$ cat src/rtl/bat_pkg.sv
package bat_pkg;

    localparam logic [7:0] ChSpace  = 8'h20;
    localparam logic [7:0] ChEqual  = 8'h3D;
    localparam logic [7:0] ChQuote  = 8'h22;
    localparam logic [7:0] ChBslash = 8'h5C;
    localparam logic [7:0] ChEnd    = 8'h00;

    localparam int QDepth   = 4;
    localparam int QPtrW    = $clog2(QDepth);
    localparam int QCountW  = $clog2(QDepth + 1);

    typedef enum logic [2:0] {
        M_SKIP   = 3'd0,
        M_KEY    = 3'd1,
        M_VSTART = 3'd2,
        M_UNQ    = 3'd3,
        M_QUOTED = 3'd4,
        M_ESC    = 3'd5
    } t_mode;

    typedef enum logic [2:0] {
        K_KEY   = 3'd0,
        K_VAL   = 3'd1,
        K_ENDNV = 3'd2,
        K_ENDV  = 3'd3,
        K_ERR   = 3'd4
    } t_kind;

    typedef struct packed {
        logic [7:0] data;
        t_kind      kind;
        logic       last;
    } t_result;

    typedef struct packed {
        logic [1:0] cnt;
        t_result    r0;
        t_result    r1;
    } t_push;

endpackage

$ cat src/rtl/bat_parse.sv
module bat_parse (
    input  logic           i_clk,
    input  logic           i_rst_n,
    input  logic           i_accept,
    input  logic [7:0]     i_byte,
    output bat_pkg::t_push o_push
);
    import bat_pkg::*;

    t_mode r_mode;
    t_mode n_mode;
    t_push dec;

    always_ff @(posedge i_clk) begin
        if (!i_rst_n) begin
            r_mode <= M_SKIP;
        end else if (i_accept) begin
            r_mode <= n_mode;
        end
    end

    always_comb begin
        n_mode  = r_mode;
        dec     = '0;
        dec.cnt = 2'd0;
        if (i_byte == ChEnd) begin
            n_mode = M_SKIP;
            case (r_mode)
                M_KEY: begin
                    dec.cnt     = 2'd1;
                    dec.r0.kind = K_ENDNV;
                end
                M_VSTART, M_UNQ, M_QUOTED: begin
                    dec.cnt     = 2'd1;
                    dec.r0.kind = K_ENDV;
                end
                M_ESC: begin
                    dec.cnt     = 2'd1;
                    dec.r0.kind = K_ERR;
                end
                default: begin
                    dec.cnt = 2'd0;
                end
            endcase
        end else begin
            case (r_mode)
                M_KEY: begin
                    if (i_byte == ChSpace) begin
                        dec.cnt     = 2'd1;
                        dec.r0.kind = K_ENDNV;
                        n_mode      = M_SKIP;
                    end else if (i_byte == ChEqual) begin
                        n_mode = M_VSTART;
                    end else begin
                        dec.cnt     = 2'd1;
                        dec.r0.data = i_byte;
                        dec.r0.kind = K_KEY;
                    end
                end
                M_VSTART: begin
                    if (i_byte == ChQuote) begin
                        n_mode = M_QUOTED;
                    end else if (i_byte == ChSpace) begin
                        dec.cnt     = 2'd1;
                        dec.r0.kind = K_ENDV;
                        n_mode      = M_SKIP;
                    end else begin
                        dec.cnt     = 2'd1;
                        dec.r0.data = i_byte;
                        dec.r0.kind = K_VAL;
                        n_mode      = M_UNQ;
                    end
                end
                M_UNQ: begin
                    dec.cnt = 2'd1;
                    if (i_byte == ChSpace) begin
                        dec.r0.kind = K_ENDV;
                        n_mode      = M_SKIP;
                    end else begin
                        dec.r0.data = i_byte;
                        dec.r0.kind = K_VAL;
                    end
                end
                M_QUOTED: begin
                    if (i_byte == ChQuote) begin
                        dec.cnt     = 2'd1;
                        dec.r0.kind = K_ENDV;
                        n_mode      = M_SKIP;
                    end else if (i_byte == ChBslash) begin
                        n_mode = M_ESC;
                    end else begin
                        dec.cnt     = 2'd1;
                        dec.r0.data = i_byte;
                        dec.r0.kind = K_VAL;
                    end
                end
                M_ESC: begin
                    n_mode = M_QUOTED;
                    if (i_byte != ChQuote && i_byte != ChBslash) begin
                        dec.cnt     = 2'd2;
                        dec.r0.data = ChBslash;
                        dec.r0.kind = K_VAL;
                        dec.r1.data = i_byte;
                        dec.r1.kind = K_VAL;
                    end else begin
                        dec.cnt     = 2'd1;
                        dec.r0.data = i_byte;
                        dec.r0.kind = K_VAL;
                    end
                end
                default: begin
                    if (i_byte == ChSpace) begin
                        n_mode = M_SKIP;
                    end else if (i_byte == ChEqual) begin
                        n_mode = M_VSTART;
                    end else begin
                        dec.cnt     = 2'd1;
                        dec.r0.data = i_byte;
                        dec.r0.kind = K_KEY;
                        n_mode      = M_KEY;
                    end
                end
            endcase
        end
        dec.r0.last = (dec.cnt == 2'd1);
        dec.r1.last = (dec.cnt == 2'd2);
    end

    always_comb begin
        o_push = dec;
        if (!i_accept) begin
            o_push.cnt = 2'd0;
        end
    end

endmodule

$ cat src/rtl/bat_outq.sv
module bat_outq (
    input  logic             i_clk,
    input  logic             i_rst_n,
    input  bat_pkg::t_push   i_push,
    input  logic             i_pop,
    output logic             o_room,
    output logic             o_valid,
    output bat_pkg::t_result o_head
);
    import bat_pkg::*;

    t_result                r_mem [QDepth];
    logic [QPtrW-1:0]       r_wr_ptr;
    logic [QPtrW-1:0]       r_rd_ptr;
    logic [QCountW-1:0]     r_count;
    logic [QCountW-1:0]     n_count;
    logic [QPtrW-1:0]       wr_ptr_1;

    assign wr_ptr_1 = r_wr_ptr + QPtrW'(1);
    assign n_count  = r_count + QCountW'(i_push.cnt) - QCountW'(i_pop);
    assign o_valid  = (r_count != '0);
    assign o_room   = (r_count <= QCountW'(QDepth - 2));
    assign o_head   = r_mem[r_rd_ptr];

    always_ff @(posedge i_clk) begin
        if (i_push.cnt != 2'd0) begin
            r_mem[r_wr_ptr] <= i_push.r0;
        end
        if (i_push.cnt == 2'd2) begin
            r_mem[wr_ptr_1] <= i_push.r1;
        end
    end

    always_ff @(posedge i_clk) begin
        if (!i_rst_n) begin
            r_wr_ptr <= '0;
            r_rd_ptr <= '0;
            r_count  <= '0;
        end else begin
            r_wr_ptr <= r_wr_ptr + QPtrW'(i_push.cnt);
            r_rd_ptr <= r_rd_ptr + QPtrW'(i_pop);
            r_count  <= n_count;
        end
    end

`ifndef SYNTHESIS
    a_count_bound: assert property (@(posedge i_clk) disable iff (!i_rst_n)
        r_count <= QCountW'(QDepth))
        else $error("result queue count exceeds its depth");

    a_push_room: assert property (@(posedge i_clk) disable iff (!i_rst_n)
        (i_push.cnt != 2'd0) |-> o_room)
        else $error("result pushed without room for two entries");

    a_pop_only: assert property (@(posedge i_clk) disable iff (!i_rst_n)
        (i_pop && i_push.cnt == 2'd0) |=> (r_count == $past(r_count) - QCountW'(1)))
        else $error("queue count did not drop after a pop");

    a_pop_valid: assert property (@(posedge i_clk) disable iff (!i_rst_n)
        i_pop |-> o_valid)
        else $error("pop from an empty result queue");
`endif

endmodule

$ cat src/rtl/boot_argument_tokenizer_unit.sv
// Boot argument tokenizer.
// The input channel carries one command-line text byte per transaction; a zero
// byte ends the text and rearms the parser. The output channel carries one
// result per transaction: a key byte, a value byte, an end marker with or
// without value, or an error, with o_last set on the final result of a byte.
// A byte is decoded in the cycle it is accepted and its results are written
// into a four-entry result queue, whose registers drive the output. One byte
// is accepted per cycle while the queue holds at most two results. A byte
// inside a quoted value that follows a backslash and
// is neither quote nor backslash yields two results, but the backslash before
// it yields none, so while the receiver takes one result per cycle the queue
// never holds more than two results and the input is never stalled.
// When the receiver stalls, results stay in the queue and o_in_stall rises
// once fewer than two entries are free. Synchronous reset empties the queue
// and returns the parser to skipping leading spaces.
module boot_argument_tokenizer_unit (
    input  logic       i_clk,
    input  logic       i_rst_n,
    input  logic       i_in_valid,
    output logic       o_in_stall,
    input  logic [7:0] i_in_byte,
    output logic       o_out_valid,
    input  logic       i_out_stall,
    output logic [7:0] o_out_byte,
    output logic [2:0] o_kind,
    output logic       o_last
);
    import bat_pkg::*;

    logic    in_accept;
    logic    room;
    t_push   push;
    t_result head;

    assign o_in_stall = !room;
    assign in_accept  = i_in_valid && room;

    bat_parse u_parse (
        .i_clk    (i_clk),
        .i_rst_n  (i_rst_n),
        .i_accept (in_accept),
        .i_byte   (i_in_byte),
        .o_push   (push)
    );

    bat_outq u_outq (
        .i_clk   (i_clk),
        .i_rst_n (i_rst_n),
        .i_push  (push),
        .i_pop   (o_out_valid && !i_out_stall),
        .o_room  (room),
        .o_valid (o_out_valid),
        .o_head  (head)
    );

    assign o_out_byte = head.data;
    assign o_kind     = head.kind;
    assign o_last     = head.last;

endmodule
$ cat config.mk
export PLATFORM = sky130hd
export DESIGN_NAME = boot_argument_tokenizer_unit
export DESIGN_NICKNAME = d
export VERILOG_FILES = /design/src/rtl/bat_pkg.sv /design/src/rtl/bat_parse.sv /design/src/rtl/bat_outq.sv /design/src/rtl/boot_argument_tokenizer_unit.sv
export SDC_FILE = /design/constraint.sdc
export NUM_CORES = 1
export LEC_CHECK = 0
export BUFFER_PORTS_ARGS = -buffer_cell sky130_fd_sc_hd__clkbuf_2
export CORE_MARGIN = 4
export CORE_UTILIZATION = 35
export DETAILED_ROUTE_END_ITERATION = 10
export HOLD_SLACK_MARGIN = 0.1
export SYNTH_ARGS = -nofsm -noshare
export SYNTH_HDL_FRONTEND = slang
export SYNTH_SLANG_ARGS = --single-unit
export TNS_END_PERCENT = 100
$ cat constraint.sdc
create_clock -name i_clk -period 4.03 [get_ports i_clk]
set_input_delay 0.806 -clock i_clk [delete_from_list [all_inputs] [get_ports i_clk]]
set_output_delay 0.806 -clock i_clk [all_outputs]
set_load 0.03 [all_outputs]
==> flow_summary.ini <==
[finish]
final_common_cell = nand2_1
final_cell_mix = nand2_1 (46), edfxtp_1 (40), clkbuf_2 (25)
diodes = 0
syn2layout_area_growth_pct = 13.0
fin_area_sq_mm = 0.00401
drive_above_1_share_pct = 24.4
nets = 402

[cts]
cts_setup_buffers = 0
cts_buffers = 9
root_buffer = clkbuf_8
ctsResizeCount = 0
clkLatencyLatePin_ps = 340
cts_hold_buf = 0
cts_tree = done
cts_sinks = 58
clkSlewWorstSetupHoldPaths_ps = 70
cts_buffer_depth = 2
htreeDepth = 3

[yosys]
synth_edf_count = 40
synth_sequential_area_ratio_pct = 44.0
netlist_area_sq_mm = 0.00355
syn_inst = 353
synth_flop_cell = edfxtp_1
syn_nets = 371
yosys.area.top_type = edfxtp_1
synthTopCellsByArea = edfxtp_1 (34%), dfxtp_1 (10%), mux4_2 (7.6%)
synth.top_cell.area_share_pct = 33.8
synth.distinct_cells = 66
async_reset_ff_share_pct = 0
synth_warnings = 0
syn_avg_cell_area_sq_um = 10.1
synth_seq_cells = 58

[power]
sequentialPowerShare_pct = 37.6
p_int_mw = 1.28
cellLeakagePower_nw = 1.48
clock_power_share_pct = 20.6
powerDensity_mw_per_mm2 = 541
comb_power_share_pct = 41.8
peakVddDrop_v = 0.000180
swShare_pct = 41.1
power.switching_uw = 891

[critical_path]
worstPathCellList = clkbuf_2 > nor2_2 > a41oi_1 > a221oi_2 > a41oi_2 > and2_2 > inv_2 > ha_1 > inv_1 > ha_1 > inv_1 > fa_1 > xor2_1 > xnor2_1 > and2_1
critPathCaptureType = flop
cpMaxStageDelayCell = nor2_2
cp.arrival_ps = 3760
crit_type = in -> reg
critPathRequiredTime_ps = 4270
slowest_delay_ps = 400
r2r_setup_slack_ps = 710
path_max_fanout = 10
start_kind = input pin

[timing]
fin_ws_ps = 513
layout_min_cycle_time_ps = 3520
rsz0062_at_grt = false
finClkSkew_ps = 8.53
tightest_slew_ps = 954
setup-violations-final = 0
fin_crit_sh_pct = 87.3
fmax_mhz = 284
relSlewSlack_pct = 36.3
setup_tns_ps = 0
hold_violations = 0
slew_violations = 0

[global_routing]
antenna_found_initial = 0
grt_usage_pct = 17.8
grt_pass1_wl_um = 15900
grt_overflow = 0
grt_max_degree = 22
grt_pass1_vias = 3000

[detailed_routing]
initialDrtViolationCount = 431
postRouteAntennaNets = 0
drc = 0
viasPerCell = 5.72
vias = 2984
wirelength_um = 9790
drtPass1Iterations = 5
routedWlPerCell_um = 18.8

[floorplan]
die_x_um = 109
die_area_sq_mm = 0.0118
core_sq_mm = 0.00982
rows = 36
io_pins = 26
die_h_um = 109
initial_core_util_pct = 36.2

[placement]
dp_slack_ps = 224
place.gp.congestion = 1.11
placed_area_sq_mm = 0.00385
dp_hpwl_um = 7030
io_buffers = 25

[status]
status = completed

[run]
cap_viol_max_count = 0

[hold_path]
min_path_type = reg -> reg
==> power by group through the flow <==
stage | Clock [mW] | Sequential (mW) | Combinational [mW]
after floorplan | 0 | 0.776 | 0.685
after global placement | 0 | 0.828 | 0.896
after detailed placement | 0 | 0.833 | 0.901
after CTS | 0.458 | 0.820 | 0.904
after global routing | 0.485 | 0.832 | 0.989
final | 0.448 | 0.817 | 0.907
==> flip-flops by register name, indices dropped and copies added, names as in the netlist <==
name and flops:
u_outq.r_rd_ptr 2, u_outq.r_wr_ptr 2, u_outq.r_count 3, u_parse.r_mode 3, u_outq.r_mem 48
==> worst paths after layout <==
path,depth (start not counted),to,start
worst max-delay path,15,u_outq.r_count[2]$_SDFF_PN0_,i_in_byte[0]
worst min-delay path,2,u_outq.r_mem[3][2]$_SDFFE_PP0P_,u_outq.r_mem[3][2]$_SDFFE_PP0P_
worst max register to register,14,u_outq.r_count[2]$_SDFF_PN0_,u_parse.r_mode[1]$_SDFFE_PN0P_
worst min register to register,2,u_outq.r_mem[3][2]$_SDFFE_PP0P_,u_outq.r_mem[3][2]$_SDFFE_PP0P_
==> cell type report <==
cell class	instances	area, sq um
clock buffers	10	128
clock inverters	6	33.8
fillers	990	5810
inverters	12	46.3
multi-input cells	256	1790
flip-flops and latches	58	1560
well taps	133	166
repair buffers	47	290
==> per-stage QoR <==
stage | total power, mW | hold slack [ps] | instances | utilization (%)
floorplan | 1.46 | 438 | 353 | -
global placement | 1.72 | 457 | 506 | 39.2
detailed placement | 1.73 | 459 | 506 | 39.2
CTS | 2.18 | 469 | 522 | 40.9
global route | 2.31 | 495 | 522 | 40.9
finish | 2.17 | 465 | 522 | 40.9
==> layer usage <==
layer  vias to the layer above  wire [um]  track usage (%)
li1                       1402          -                -
met1                      1378       4300             23.6
met2                       167       4380             27.1
met3                        37        803             4.68
met4                         0        311             8.48
met5                         -          0                0
==> cells by family (layout without fill, tap and decap cells) <==
logic type               count (synthesis)  after routing  synth area share, %
buffers and inverters                   39             75                 5.71
XOR/XNOR                                 6              6                 1.48
AND/OR/NAND/NOR                        135            135                 19.2
adder cells (fa/ha/maj)                  6              6                 2.33
multiplexers                            14             14                 8.17
AO/OA/AOI/OAI                           95             95                 19.1
flip-flops                              58             58                 44.0
==> worst max-delay path: cells and delay by family <==
| family | cells | cell delay, ps |
|---|---|---|
| AND/OR/NAND/NOR | 3 | 790 |
| AO/OA/AOI/OAI | 3 | 750 |
| adder cells (fa/ha/maj) | 3 | 740 |
| buffers and inverters | 4 | 380 |
| XOR/XNOR | 2 | 280 |
==> cell usage after synthesis (4+ instances only) <==
library cell	n
a32oi_1	4
and2_1	9
clkbuf_1	10
ha_1	5
nor3_1	8
nor2_1	24
mux4_2	12
inv_1	9
a31o_2	8
nand2b_1	4
buf_2	8
nand4_1	7
o21ai_0	18
nand3_1	14
buf_6	5
xnor2_1	4
nor2b_1	7
a31oi_1	10
nand2_1	46
dfxtp_1	18
edfxtp_1	40
a21oi_1	21
(Power assumes the default switching activity.)
